[src/rtl/core/rat_pkg.sv]
// ----------------------------------------------------------------------------
// rat_pkg
// Types and codes shared by the admission table cells and its controller.
// ----------------------------------------------------------------------------
package rat_pkg;

    localparam int KEY_W    = 32;
    localparam int CPU_W    = 32;
    localparam int MEM_W    = 24;
    localparam int STATUS_W = 3;
    localparam int CORES_W  = 16;

    localparam logic OP_REGISTER   = 1'b0;
    localparam logic OP_UNREGISTER = 1'b1;

    localparam logic [STATUS_W-1:0] ST_OK        = 3'd0;
    localparam logic [STATUS_W-1:0] ST_DUP_DIFF  = 3'd1;
    localparam logic [STATUS_W-1:0] ST_CPU_SHORT = 3'd2;
    localparam logic [STATUS_W-1:0] ST_MEM_SHORT = 3'd3;
    localparam logic [STATUS_W-1:0] ST_FULL      = 3'd4;
    localparam logic [STATUS_W-1:0] ST_NOT_FOUND = 3'd5;
    localparam logic [STATUS_W-1:0] ST_MISMATCH  = 3'd6;

    localparam logic [1:0] CFG_CPU_CORES     = 2'd0;
    localparam logic [1:0] CFG_CPU_UNLIMITED = 2'd1;
    localparam logic [1:0] CFG_MEM_CAPACITY  = 2'd2;
    localparam logic [1:0] CFG_MEM_UNLIMITED = 2'd3;

    // lookup token that walks the cell chain
    typedef struct packed {
        logic             active;
        logic             hit;
        logic             free;
        logic [KEY_W-1:0] key;
        logic [CPU_W-1:0] cpu;
        logic [MEM_W-1:0] mem;
    } tok_t;

    // table update broadcast to all cells
    typedef struct packed {
        logic             wr;
        logic             clr;
        logic [KEY_W-1:0] key;
        logic [CPU_W-1:0] cpu;
        logic [MEM_W-1:0] mem;
    } cmd_t;

endpackage

[src/rtl/core/rat_cell.sv]
// ----------------------------------------------------------------------------
// rat_cell
// One table slot: holds an entry and forwards the lookup token to the next
// slot, marking the first key hit and the first free slot it passes.
// ----------------------------------------------------------------------------
module rat_cell #(
    parameter int IDX_W      = 6,
    parameter int CELL_INDEX = 0
) (
    input  logic              aclk,
    input  logic              aresetn,
    input  rat_pkg::tok_t     tok_in,
    input  logic [IDX_W-1:0]  hit_idx_in,
    input  logic [IDX_W-1:0]  free_idx_in,
    output rat_pkg::tok_t     tok_out,
    output logic [IDX_W-1:0]  hit_idx_out,
    output logic [IDX_W-1:0]  free_idx_out,
    input  rat_pkg::cmd_t     cmd,
    input  logic [IDX_W-1:0]  cmd_idx
);

    localparam logic [IDX_W-1:0] MY_IDX = IDX_W'(CELL_INDEX);

    logic                      valid_reg;
    logic [rat_pkg::KEY_W-1:0] key_reg;
    logic [rat_pkg::CPU_W-1:0] cpu_reg;
    logic [rat_pkg::MEM_W-1:0] mem_reg;

    rat_pkg::tok_t    tok_reg, tok_next;
    logic [IDX_W-1:0] hit_idx_reg, hit_idx_next;
    logic [IDX_W-1:0] free_idx_reg, free_idx_next;
    logic             sel;

    assign sel = (cmd_idx == MY_IDX);

    always_comb begin
        tok_next      = tok_in;
        hit_idx_next  = hit_idx_in;
        free_idx_next = free_idx_in;
        if (valid_reg && !tok_in.hit && key_reg == tok_in.key) begin
            tok_next.hit = 1'b1;
            tok_next.cpu = cpu_reg;
            tok_next.mem = mem_reg;
            hit_idx_next = MY_IDX;
        end
        if (!valid_reg && !tok_in.free) begin
            tok_next.free = 1'b1;
            free_idx_next = MY_IDX;
        end
    end

    always_ff @(posedge aclk) begin
        if (!aresetn) begin
            tok_reg.active <= 1'b0;
        end else begin
            tok_reg <= tok_next;
        end
        hit_idx_reg  <= hit_idx_next;
        free_idx_reg <= free_idx_next;
    end

    always_ff @(posedge aclk) begin
        if (!aresetn) begin
            valid_reg <= 1'b0;
        end else if (sel && cmd.wr) begin
            valid_reg <= 1'b1;
        end else if (sel && cmd.clr) begin
            valid_reg <= 1'b0;
        end
        if (sel && cmd.wr) begin
            key_reg <= cmd.key;
            cpu_reg <= cmd.cpu;
            mem_reg <= cmd.mem;
        end
    end

    assign tok_out      = tok_reg;
    assign hit_idx_out  = hit_idx_reg;
    assign free_idx_out = free_idx_reg;

endmodule

[config.mk]
export PLATFORM = sky130hd
export DESIGN_NAME = rat_cell
export DESIGN_NICKNAME = d
export VERILOG_FILES = /design/src/rtl/core/rat_pkg.sv /design/src/rtl/core/rat_cell.sv
export SDC_FILE = /design/constraint.sdc
export NUM_CORES = 1
export LEC_CHECK = 0
export ABC_AREA = 1
export CORE_MARGIN = 10
export CORE_UTILIZATION = 35
export DETAILED_ROUTE_END_ITERATION = 16
export DONT_BUFFER_PORTS = 1
export HOLD_SLACK_MARGIN = 0.12
export PLACE_DENSITY = 0.46
export SLEW_MARGIN = 10
export SYNTH_ARGS = -nofsm -noshare
export SYNTH_HDL_FRONTEND = slang
export SYNTH_SLANG_ARGS = --single-unit
[constraint.sdc]
create_clock -name aclk -period 10.7 [get_ports aclk]
set_clock_uncertainty 0.05 [all_clocks]
set_input_delay 1.605 -clock aclk [delete_from_list [all_inputs] [get_ports aclk]]
set_output_delay 1.605 -clock aclk [all_outputs]
set_load 0.1 [all_outputs]
### After elaboration in Yosys (flattened, before gate mapping)

Cells that the tools add are included.

* ROM bits: 0
* output and inout port bits: 103
* input port bits: 201
* memory bits (writable): 0
* memories: 0
* bits in latches: 0
* word-level logic and storage cells: 26
* flip-flop bits (word level): 192

* multiply operators: 0
* bitwise gates (word level): 0
* $lt $le $gt $ge: 0
* multiplexer cells: 3
* $add $sub $neg: 0
* reductions and logical operators: 10
* eq/ne operators: 1
* div/mod/pow operators: 0
* shift-type cells: 0

Operators with widths (number)
* $mux 56: 1
* $eq 32x32->1: 1
* $logic_not 6->1: 1
* $logic_and 1x1->1: 5
* $logic_not 1->1: 3
* $mux 1: 2
* $reduce_bool 2->1: 1

### Depth between registers and ports, before layout

Gate-level depths: netlist of the first run.

* depth after elaboration: 4
* gate-level depth with buffers: 13
* mapped depth without buffers: 11

### Worst setup path before layout of the first run

No wires, ideal clock.

* path type: in2reg
* start point: in cmd_idx[1]
* end point: reg cpu_reg[0] in the netlist's numbering (enable)
* library setup time: 0.442 ns
* data required time: 10.208 ns
* stages: 4
* path slack: 6.223 ns
* arrival: 3.985 ns
* buffers on the path: 0
* cells stage by stage: or2_2 -> nor4_1 -> nand2_1 -> inv_1

* cells in the longest elaborated chain, start to end: 2

Ends and longest elaborated chain
* from (decl): RTL line rat_cell.sv:19 `input logic [IDX_W-1:0] cmd_idx`
* $logic_not 6->1: RTL line rat_cell.sv:34 `assign sel = (cmd_idx == MY_IDX);`
* $logic_and 1x1->1: RTL line rat_cell.sv:70 `if (sel && cmd.wr) begin`
* to (signal assigned): RTL line rat_cell.sv:72 `cpu_reg <= cmd.cpu;`
* to (decl): RTL line rat_cell.sv:26 `logic [rat_pkg::CPU_W-1:0] cpu_reg;`

Every way passes these cells.
A chain may end at the register's enable or synchronous reset.

==> results of run 1 <==
## per-stage QoR
step | instance area [sq um] | total power [uW] | cells | hold slack, ps
after floorplan | 7380 | 1120 | 587 | 423
after global placement | 7630 | 1130 | 843 | 439
after CTS | 8230 | 1780 | 875 | 457
final | 8230 | 1760 | 875 | 453
after detailed placement | 7630 | 1130 | 843 | 447
after global routing | 8230 | 1820 | 875 | 503
## layout make-up
| cell class | instances | area (sq um) |
|---|---|---|
| sequential | 192 | 5630 |
| fill | 2017 | 12700 |
| multi-input combinational | 298 | 1350 |
| inverter | 73 | 277 |
| clock inverter | 13 | 140 |
| timing repair buffer | 5 | 37.5 |
| tap | 275 | 344 |
| clock buffer | 19 | 464 |
## worst max-delay path: stages
cell and delay [ps]:
sky130_fd_sc_hd__nor2_1 150, sky130_fd_sc_hd__nand3_1 100, sky130_fd_sc_hd__nor2_1 100, sky130_fd_sc_hd__nand2_1 90
sky130_fd_sc_hd__nor2_4 70, sky130_fd_sc_hd__buf_4 510, sky130_fd_sc_hd__nand3_2 500, sky130_fd_sc_hd__buf_4 420
sky130_fd_sc_hd__nand2_1 120, sky130_fd_sc_hd__nand2_1 60
## routing by layer
| metal | vias up | global-route usage |
|---|---|---|
| li1 | 1986 | - |
| met2 | 173 | 0.223 |
| met1 | 1885 | 0.134 |
| met4 | 4 | 0.0386 |
| met3 | 13 | 0.0677 |
| met5 | - | 0 |
## final timing paths
check / endpoint / slack, ps / depth (start not counted)
setup / recovery: tok_out[45]$_DFFE_PP_ / 7050 / 10
hold / removal: valid_reg$_SDFFE_PN0P_ / 450 / 2
setup reg to reg: tok_out[45]$_DFFE_PP_ / 7830 / 11
hold reg to reg: valid_reg$_SDFFE_PN0P_ / 450 / 2
## power breakdown
group	switching, uW	internal [uW]
clock	295	351
combinational	14.1	10.2
sequential	232	857
total	541	1220
## cell families after synthesis
group / share of synthesized area
and+or+nand+nor: 0.168
DFF: 0.762
buffers and inverters: 0.0578
AOI/OAI and AO/OA: 0.00491
xor gates and xnor gates: 0.00712
## cells in the mapped netlist (all sizes together)
master,n,share of area
buf,21,0.019
o2bb2ai,1,0.0012
clkbuf,3,0.0015
dfxtp,14,0.038
nand3,2,0.0020
xor2,2,0.0024
a21boi,1,0.0010
edfxtp,178,0.72
nand2,197,0.10
xnor2,4,0.0047
nand4,57,0.048
nor2,26,0.014
inv,73,0.037
or2,3,0.0025
nor4,1,0.00085
o21ai,4,0.0027
==> results.md, run 1 <==
* Status: finished, final reports clean
* Fraction of final layout cells sized beyond drive strength 1 at 0.0783
* Hold Vio Cnt, Final at 0
* Clk slew on worst S/H paths at around 70 ps
* Drc violations at 0
* Pin count of the biggest net entering global routing at between 90 and 100
* Number of placed I/O pins at 304
* Antenna violations before repair at 2
* Worst slew pin tran at about 1000 ps
* Horiz. Die Dim at 165 microns
* Tmin final at ~3600 ps
* Netlist area before placement at 7380 sq um
* Post-route ant nets at 0
* Worst min path class: flip-flop to flip-flop
* VDD IR-drop max at about 0.000094 V
* Die ar. at around 27000 sq um
* Fin Setup TNS at 0 ps
* Number of buffers inserted for hold repair after clock tree synthesis at 0
* Vias at between 4k and 5k
* Max Clock Freq at roughly 0.27 GHz
* Vias per Instance at between 4 and 5
* Beginning of the worst hold path: valid_reg$_SDFFE_PN0P_
* Die Ht at 165 microns
* Slew Limit Fails at 0
* Part of the Yosys area used for sequential elements at 0.762
* WL/cell at around 21 microns
* Root Driver: sky130_fd_sc_hd__clkbuf_16
* Slew Limit Headroom at 0.349
* Most common library cell in the layout ignoring fill and taps: sky130_fd_sc_hd__nand2_1
* WL met1 at approximately 6600 microns
* Post-synthesis sequential element count at 192
* First-pass GRT wire length at around 26000 microns
* Count of max-cap constraint violations at 0
* Top library cells by usage in the layout, fill and taps aside: sky130_fd_sc_hd__nand2_1, sky130_fd_sc_hd__edfxtp_1, sky130_fd_sc_hd__inv_1
* Core region area at approximately 21000 sq um
* Total power per unit cell area at 214 nW/um^2
* Type of the setup path with the least slack: primary input to flip-flop
* Met2 wire length at ~9700 microns
* Initial DRC count at 272
* Syn Nets at between 700 and 800
* Worst Setup Slack, final at between 7000 and 8000 ps
* Synthesized area divided by synthesized cell count at 12.6 sq um
* Number of setup violations in the final report at 0
* Wirelength, routed at approximately 18000 microns
* Clock sink count at about 190
* Reg-to-Reg Start: valid_reg$_SDFFE_PN0P_
* Type of element capturing the critical path: flip-flop
* Library cells used by synthesis at 23
* Net count reported at finish at 788
* Total Routing Usage GR at 0.130
* Layout Utilization at 0.394
* DPL Wire Length at 13700 microns
* CTS-repair resized insts at 0
* Yosys synthesis warning count at 0
* Routed length on met3 at approximately 2000 microns
* Global placer's final weighted congestion at between 0.7 and 0.8
* Starting utilization of the core area at 0.353
* Clock buffer depth at 2
* Number of core rows at 53
* Final global-route overflow total at 0
* Count of port buffers added during placement at 0
* Number of CTS-inserted buffers at 17
* Clock latency reported for the late side of the worst-skew pair at 420 ps
* Number of global-route vias before repair at 4236
* First-pass detailed-route iteration total at 4
* Leakage power total at approximately 0.0033 uW
* Post-Synthesis Cells at about 600
* TritonCTS clock tree: built
* Startpoint class of the critical path: primary input
* CP Launch Point: tok_in[89]
* CP Max Fanout at between 50 and 60
* Pre-CTS setup slack at about 6600 ps
* Crit path DAT at between 3000 and 4000 ps
* Signed area change from the synthesized netlist to the final layout at 11.5%
* Setup repair bufs after CTS at 0
* Antenna cells at 0
* Top routing layer in use: met5
* CP Data Required Time at around 11000 ps
* Unrepaired setup endpoints after global routing: false
* H-tree depth reported by CTS at 4
* Max FFs per register at 91
* Share of the cycle needed by the critical path after routing at 0.341
No activity file was read; power rests on OpenSTA's default activity.
==> inputs of run 2 (changes only) <==
--- a/config.mk
+++ b/config.mk
@@ -5,7 +5,7 @@
 export SDC_FILE = /design/constraint.sdc
 export NUM_CORES = 1
 export LEC_CHECK = 0
-export ABC_AREA = 1
+export ABC_AREA = 0
 export CORE_MARGIN = 10
 export CORE_UTILIZATION = 35
 export DETAILED_ROUTE_END_ITERATION = 16
==> constraint.sdc (replaced) <==
create_clock -name aclk -period 3.8 [get_ports aclk]
set_clock_uncertainty 0.05 [all_clocks]
set_input_delay 0.57 -clock aclk [delete_from_list [all_inputs] [get_ports aclk]]
set_output_delay 0.57 -clock aclk [all_outputs]
set_load 0.1 [all_outputs]
==> results.md, run 2 <==
* First-pass detailed-route iteration total at 4
* Post-synthesis sequential element count at 192
* Fin Setup TNS at 0 ps
* Portion of synthesized cell area occupied by the leading cell type at 0.762
* Slew Limit Headroom at 0.254
* Library cells used by synthesis at 20
* Worst hold-check slack at 189 ps
* Max Clock Freq at 0.357 GHz
* Horiz. Die Dim at approximately 160 microns
* Initial DRC count at 110
* Dominant cells by area after synthesis: sky130_fd_sc_hd__edfxtp_1, sky130_fd_sc_hd__mux2_4, sky130_fd_sc_hd__dfxtp_1
* Number of enable flip-flop cells after synthesis at ~180
* Vias at around 2.8k
* Count of port buffers added during placement at 0
* End of the worst register-to-register path: tok_out[50]$_DFFE_PP_
* Ys async rst share at 0
* H-tree depth reported by CTS at 4
* Most common library cell in the layout ignoring fill and taps: sky130_fd_sc_hd__edfxtp_1
* Core region area at about 20000 sq um
* Top library cells by usage in the layout, fill and taps aside: sky130_fd_sc_hd__edfxtp_1, sky130_fd_sc_hd__mux2_4, sky130_fd_sc_hd__xnor2_1
* Antenna violations before repair at 5
* Drc violations at 0
* Leakage power total at ~0.0027 uW
* Number of buffers inserted for hold repair after clock tree synthesis at 0
* Beginning of the worst hold path: cmd[4]
* Part of the Yosys area used for sequential elements at 0.802
* Number of core rows at 51
* Post-Synthesis Cells at 320
* Count of max-cap constraint violations at 0
* Most used flip-flop cell after synthesis: sky130_fd_sc_hd__edfxtp_1
* CTS-repair resized insts at 0
* WL/cell at 26.9 microns
* Die Ht at approximately 160 microns
* Clk slew on worst S/H paths at ~70 ps
* Top post-synthesis cells by count: sky130_fd_sc_hd__edfxtp_1, sky130_fd_sc_hd__mux2_4, sky130_fd_sc_hd__xnor2_1, sky130_fd_sc_hd__dfxtp_1, sky130_fd_sc_hd__and2_1
* Type of element capturing the critical path: flip-flop
* Number of setup violations in the final report at 0
* Root Driver: sky130_fd_sc_hd__clkbuf_16
* FILL cells at 1798
* Unrepaired setup endpoints after global routing: false
* Clock latency reported for the late side of the worst-skew pair at between 400 and 500 ps
* Summed area of non-filler cells in the final layout at between 7000 and 8000 sq um
* Tmin final at 2800 ps
* FF-to-FF setup slack at about 1000 ps
* Sequential cell area in the final layout at 5630 sq um
* Syn Nets at approximately 520
* First-pass GRT wire length at 23000 microns
* Cell type with the largest total area after synthesis: sky130_fd_sc_hd__edfxtp_1
* Max FFs per register at 91
* Total Routing Usage GR at 0.123
* Number of CTS-inserted buffers at 17
* Clock buffer depth at 2
* Final global-route overflow total at 0
* Hold Vio Cnt, Final at 0
* Total power per unit cell area at between 600 and 700 nW/um^2
* Pin count of the biggest net entering global routing at 93
* Global placer's final weighted congestion at around 0.71
* Placed Area at approximately 7300 sq um
* Setup repair bufs after CTS at 0
* Most numerous cell in the Yosys netlist: sky130_fd_sc_hd__edfxtp_1
* CP Max Fanout at 63
* Post-route ant nets at 0
* Vias per Instance at around 4.6
* Layout Utilization at 0.404
* Crit path DAT at slightly below 3000 ps
* Share of the cycle needed by the critical path after routing at 0.738
* Status: finished, final reports clean
* Number of cell instances on the worst register-to-register path at 6
* Multi-input logic area at approximately 1300 sq um
* CP Data Required Time at 3910 ps
* Startpoint class of the critical path: flip-flop
* Signed area change from the synthesized netlist to the final layout at 12.7%
* Net count reported at finish at about 540
* Worst min path class: primary input to flip-flop
* Number of global-route vias before repair at between 3k and 4k
* Die ar. at between 20000 and 30000 sq um
* Netlist area before placement at between 7000 and 8000 sq um
* Fraction of final layout cells sized beyond drive strength 1 at 0.264
* Reg-to-Reg Start: key_reg[7]$_DFFE_PP_
* DPL Wire Length at about 13000 microns
* Worst Hold Path Cells at 0
* CP Launch Point: key_reg[7]$_DFFE_PP_
* Clock sink count at around 190
* Hold endpoint: mem_reg[4]$_DFFE_PP_
* TritonCTS clock tree: built
* VDD IR-drop max at between 0.0002 and 0.0003 V
* Worst slew pin tran at between 1000 and 1500 ps
* Starting utilization of the core area at 0.358
* Number of placed I/O pins at just over 300
* Wirelength, routed at roughly 17000 microns
* Synthesized area divided by synthesized cell count at 21.9 sq um
* Yosys synthesis warning count at 0
* Slew Limit Fails at 0
* Type of the setup path with the least slack: flip-flop to flip-flop
[run 2: report_power, final]
part	internal, uW	total, uW	switching (uW)	leakage (uW)
clock network	939	1720	783	0.000281
logic	55.7	74.4	18.8	0.000662
registers	2410	3070	653	0.00179
total	3410	4860	1460	0.00273
[run 2: per-layer routing]
layer	global-route usage	vias to the layer above	wire (microns)
met5	0	-	19
met4	0.0323	2	115
met3	0.0783	7	2110
met2	0.210	193	8570
met1	0.122	1362	5790
li1	-	1268	-
[run 2: critical path, cell delays in order (launching register included)]
cell                       delay [ps]
sky130_fd_sc_hd__edfxtp_1         380
sky130_fd_sc_hd__xnor2_1          150
sky130_fd_sc_hd__nand4_1          160
sky130_fd_sc_hd__nor4_1           730
sky130_fd_sc_hd__nand3_4          100
sky130_fd_sc_hd__buf_4            420
sky130_fd_sc_hd__mux2_4           450
[run 2: how the worst max path moves through the flow]
stage / endpoint / slack (ps) / cells after the start
global route: tok_out[50]$_DFFE_PP_ / 790 / 6
global placement: tok_out[23]$_DFFE_PP_ / 780 / 6
finish: tok_out[50]$_DFFE_PP_ / 1000 / 6
detailed placement: tok_out[31]$_DFFE_PP_ / 770 / 6
floorplan: cpu_reg[0]$_DFFE_PP_ / 920 / 3
CTS: tok_out[31]$_DFFE_PP_ / 930 / 6
[run 2: cell families after synthesis]
logic type,count (synthesis),synth area share
flip-flops,192,0.802
multiplexers,56,0.118
AND/OR/NAND/NOR,33,0.0293
XOR/XNOR,32,0.0400
buffers and inverters,6,0.00963
AO/OA/AOI/OAI,1,0.000713
[run 2: through the flow]
step	power [uW]	setup slack, ps	instances
finish	4860	996	618
global route	5040	792	618
CTS	4930	931	614
detailed placement	3190	773	582
global placement	3190	779	582
floorplan	3160	916	320
[run 2: cell type report]
type / count / area share
Clock inverter: 13 / 0.0166
Timing Repair Buffer: 3 / 0.00443
Sequential cell: 192 / 0.712
Multi-Input combinational cell: 122 / 0.168
Clock buffer: 19 / 0.0560
Antenna cell: 4 / 0.00127
Tap cell: 265 / 0.0419
==> inputs of run 3 (changes only) <==
--- a/config.mk
+++ b/config.mk
@@ -11,7 +11,7 @@
 export DETAILED_ROUTE_END_ITERATION = 16
 export DONT_BUFFER_PORTS = 1
 export HOLD_SLACK_MARGIN = 0.12
-export PLACE_DENSITY = 0.46
+export PLACE_DENSITY = 0.48
 export SLEW_MARGIN = 10
 export SYNTH_ARGS = -nofsm -noshare
 export SYNTH_HDL_FRONTEND = slang
==> constraint.sdc (replaced) <==
create_clock -name aclk -period 2.5 [get_ports aclk]
set_clock_uncertainty 0.05 [all_clocks]
set_input_delay 0.375 -clock aclk [delete_from_list [all_inputs] [get_ports aclk]]
set_output_delay 0.375 -clock aclk [all_outputs]
set_load 0.1 [all_outputs]
==> results.md, run 3 <==
* Root Driver: sky130_fd_sc_hd__clkbuf_16
* Clock sink count at 192
* Horiz. Die Dim at approximately 160 microns
* Post-Synthesis Cells at 320
* CTS-repair resized insts at 0
* Global placer's final weighted congestion at 0.739
* Halt Reason: [ERROR RSZ-0060] Max buffer count reached.
* Post-synthesis sequential element count at between 150 and 200
* Netlist area before placement at 7010 sq um
* Stop stage: 4_1_cts
* Yosys synthesis warning count at 0
* Clock buffer depth at 2
* Library cells used by synthesis at 20
* Synthesized area divided by synthesized cell count at ~22 sq um
* Portion of synthesized cell area occupied by the leading cell type at 0.762
* Most numerous cell in the Yosys netlist: sky130_fd_sc_hd__edfxtp_1
* Count of port buffers added during placement at 0
* Status: did not finish
* Part of the Yosys area used for sequential elements at 0.802
* Number of placed I/O pins at 304
* Cell type with the largest total area after synthesis: sky130_fd_sc_hd__edfxtp_1
* Dominant cells by area after synthesis: sky130_fd_sc_hd__edfxtp_1, sky130_fd_sc_hd__mux2_4, sky130_fd_sc_hd__dfxtp_1
* Number of enable flip-flop cells after synthesis at 178
* Syn Nets at approximately 520
* Number of CTS-inserted buffers at 17
* Die Ht at ~160 microns
* Setup repair bufs after CTS at 0
* H-tree depth reported by CTS at 4
* Most used flip-flop cell after synthesis: sky130_fd_sc_hd__edfxtp_1
* Starting utilization of the core area at 0.358
* Top post-synthesis cells by count: sky130_fd_sc_hd__edfxtp_1, sky130_fd_sc_hd__mux2_4, sky130_fd_sc_hd__xnor2_1, sky130_fd_sc_hd__dfxtp_1, sky130_fd_sc_hd__and2_1
* Number of core rows at between 50 and 60
* DPL Wire Length at around 13000 microns
* Number of buffers inserted for hold repair after clock tree synthesis at 134
* Ys async rst share at 0
run 3: kinds of logic after synthesis:
kind of cell | share of synthesized area
flip-flops | 0.802
AO/OA/AOI/OAI | 0.000713
multiplexers | 0.118
XOR/XNOR | 0.0400
buffers and inverters | 0.00963
AND/OR/NAND/NOR | 0.0293
run 3: stage by stage:
step | area [sq um] | cells | setup slack (ps) | util | hold WS (ps)
after detailed placement | 7760 | 635 | 27.9 | 0.396 | 424
after global placement | 7760 | 635 | 63.1 | 0.396 | 424
after floorplan | 7020 | 320 | 253 | - | 418
==> inputs of run 4 (changes only) <==
--- a/config.mk
+++ b/config.mk
@@ -7,11 +7,10 @@
 export LEC_CHECK = 0
 export ABC_AREA = 0
 export CORE_MARGIN = 10
-export CORE_UTILIZATION = 35
+export CORE_UTILIZATION = 20
 export DETAILED_ROUTE_END_ITERATION = 16
 export DONT_BUFFER_PORTS = 1
-export HOLD_SLACK_MARGIN = 0.12
-export PLACE_DENSITY = 0.48
+export PLACE_DENSITY_LB_ADDON = 0.15
 export SLEW_MARGIN = 10
 export SYNTH_ARGS = -nofsm -noshare
 export SYNTH_HDL_FRONTEND = slang
==> constraint.sdc (replaced) <==
create_clock -name aclk -period 3.2 [get_ports aclk]
set_clock_uncertainty 0.05 [all_clocks]
set_input_delay 0.48 -clock aclk [delete_from_list [all_inputs] [get_ports aclk]]
set_output_delay 0.48 -clock aclk [all_outputs]
set_load 0.1 [all_outputs]
==> results.md, run 4 (synthesis results as in run 2) <==
* Net count reported at finish at ~540
* Clock sink count at roughly 190
* Layout Utilization at 0.236
* Die Ht at about 210 microns
* Signed area change from the synthesized netlist to the final layout at 16.1%
* CTS-repair resized insts at 0
* Unrepaired setup endpoints after global routing: false
* Type of the setup path with the least slack: flip-flop to flip-flop
* Number of CTS-inserted buffers at 17
* CP Launch Point: key_reg[3]$_DFFE_PP_
* H-tree depth reported by CTS at 4
* Clock latency reported for the late side of the worst-skew pair at between 400 and 500 ps
* Status: finished, final reports clean
* Number of setup violations in the final report at 0
* Type of element capturing the critical path: flip-flop
* Clock buffer depth at 2
* Most used cell along the critical path: sky130_fd_sc_hd__buf_4
* Worst slew pin tran at 1020 ps
* WL/cell at about 23 microns
* Crit path DAT at between 2000 and 3000 ps
* Reg-to-Reg Start: key_reg[3]$_DFFE_PP_
* Number of core rows at a little under 70
* Final global-route overflow total at 0
* Critical Path Slowest Stage Cell: sky130_fd_sc_hd__nor4_1
* Pin count of the biggest net entering global routing at 93
* Max FFs per register at a little over 90
* Clk slew on worst S/H paths at ~70 ps
* DPL Wire Length at roughly 14000 microns
* VDD IR-drop max at approximately 0.00036 V
* Slew Limit Fails at 0
* Top library cells by usage in the layout, fill and taps aside: sky130_fd_sc_hd__edfxtp_1, sky130_fd_sc_hd__mux2_4, sky130_fd_sc_hd__xnor2_1
* First-pass GRT wire length at around 26000 microns
* Wirelength, routed at 18700 microns
* Total Routing Usage GR at 0.0856
* Root Driver: sky130_fd_sc_hd__clkbuf_16
* Count of max-cap constraint violations at 0
* Total Power at slightly below 6000 uW
* Core region area at 34500 sq um
* Capture point of the worst path: tok_out[39]$_DFFE_PP_
* Most common library cell in the layout ignoring fill and taps: sky130_fd_sc_hd__edfxtp_1
* Starting utilization of the core area at 0.203
* Antenna violations before repair at 3
* Number of buffers inserted for hold repair after clock tree synthesis at 0
* Max Clock Freq at slightly below 0.4 GHz
* Fraction of final layout cells sized beyond drive strength 1 at 0.263
* First-pass detailed-route iteration total at 6
* FF-to-FF setup slack at about 630 ps
* TritonCTS clock tree: built
* Fin cells at between 800 and 900
* Startpoint class of the critical path: flip-flop
* Number of global-route vias before repair at ~3.3k
* Vias per Instance at 3.60
* Setup repair bufs after CTS at 0
* Tmin final at between 2000 and 3000 ps
* CP Data Required Time at 3340 ps
* Number of cell instances on the worst register-to-register path at 7
* Vias at just under 3k
* Drc violations at 0
* Initial DRC count at 97
* Fin Setup TNS at 0 ps
* Worst min path class: primary input to flip-flop
* Total power per unit cell area at between 700 and 800 nW/um^2
* Leakage power total at about 0.0027 uW
* FILL cells at 3615
* CP Max Fanout at between 40 and 50
* Share of the cycle needed by the critical path after routing at 0.802
* Die ar. at ~43000 sq um
* Number of placed I/O pins at 304
* CP cell instances: xnor2_1 > nand4_1 > nor4_1 > buf_4 > nand3_4 > buf_4 > mux2_4
* Antenna cells at 0
* Global placer's final weighted congestion at 0.686
* Instance count after placement with tap cells included at between 700 and 800
* Post-route ant nets at 0
* End of the worst register-to-register path: tok_out[39]$_DFFE_PP_
* Slew Limit Headroom at 0.322
* Hold Vio Cnt, Final at 0
* Count of port buffers added during placement at 0
* Worst Hold Path Cells at 0
* Horiz. Die Dim at just over 200 microns
* Delay of the slowest critical-path stage at approximately 460 ps
run 4: critical path, delay by kind of cell, from the launching register on:
| kind | cells | cell delay (ps) |
|---|---|---|
| AND/OR/NAND/NOR | 3 | 650 |
| XOR/XNOR | 1 | 160 |
| flip-flops | 1 | 390 |
| buffers and inverters | 2 | 560 |
| multiplexers | 1 | 410 |
run 4: stage by stage:
stage          setup slack, ps  hold slack, ps  cell area, sq um
4_1_cts                    425            26.1              8140
3_5_place_dp               355             472              7570
5_1_grt                    407            37.1              8140
3_3_place_gp               320             458              7570
2_1_floorplan              406             418              7010
6_report                   634            82.1              8140
run 4: cell type report:
| type | count | area [sq um] | share of cell area |
|---|---|---|---|
| clock inverter | 13 | 138 | 0.0169 |
| multi-input combinational | 122 | 1330 | 0.163 |
| clock buffer | 18 | 429 | 0.0527 |
| timing repair buffer | 5 | 50.0 | 0.00615 |
| sequential | 192 | 5630 | 0.691 |
| tap | 455 | 569 | 0.0699 |
run 4: how the worst min path moves through the flow:
stage | endpoint | start | slack [ps]
2_1_floorplan | tok_out[88]$_SDFFCE_PP1P_ | valid_reg$_SDFFE_PN0P_ | 420
3_3_place_gp | tok_out[88]$_SDFFCE_PP1P_ | valid_reg$_SDFFE_PN0P_ | 460
3_5_place_dp | tok_out[88]$_SDFFCE_PP1P_ | valid_reg$_SDFFE_PN0P_ | 470
4_1_cts | cpu_reg[24]$_DFFE_PP_ | cmd[48] | 30
5_1_grt | cpu_reg[18]$_DFFE_PP_ | cmd[42] | 40
6_report | cpu_reg[18]$_DFFE_PP_ | cmd[42] | 80
run 4: report_power, final:
| part | switching [uW] | total [uW] | internal [uW] |
|---|---|---|---|
| clock network | 970 | 2120 | 1150 |
| registers | 778 | 3640 | 2870 |
| logic | 22.4 | 88.5 | 66.1 |
| total | 1770 | 5850 | 4080 |
run 4: layer usage:
| metal | part of all wire | wire length (microns) | vias up | track usage |
|---|---|---|---|---|
| li1 | - | - | 1266 | - |
| met1 | 0.35 | 6610 | 1434 | 0.0824 |
| met2 | 0.51 | 9630 | 181 | 0.144 |
| met3 | 0.12 | 2190 | 16 | 0.0569 |
| met4 | 0.014 | 268 | 4 | 0.0311 |
| met5 | 0.0011 | 21 | - | 0 |
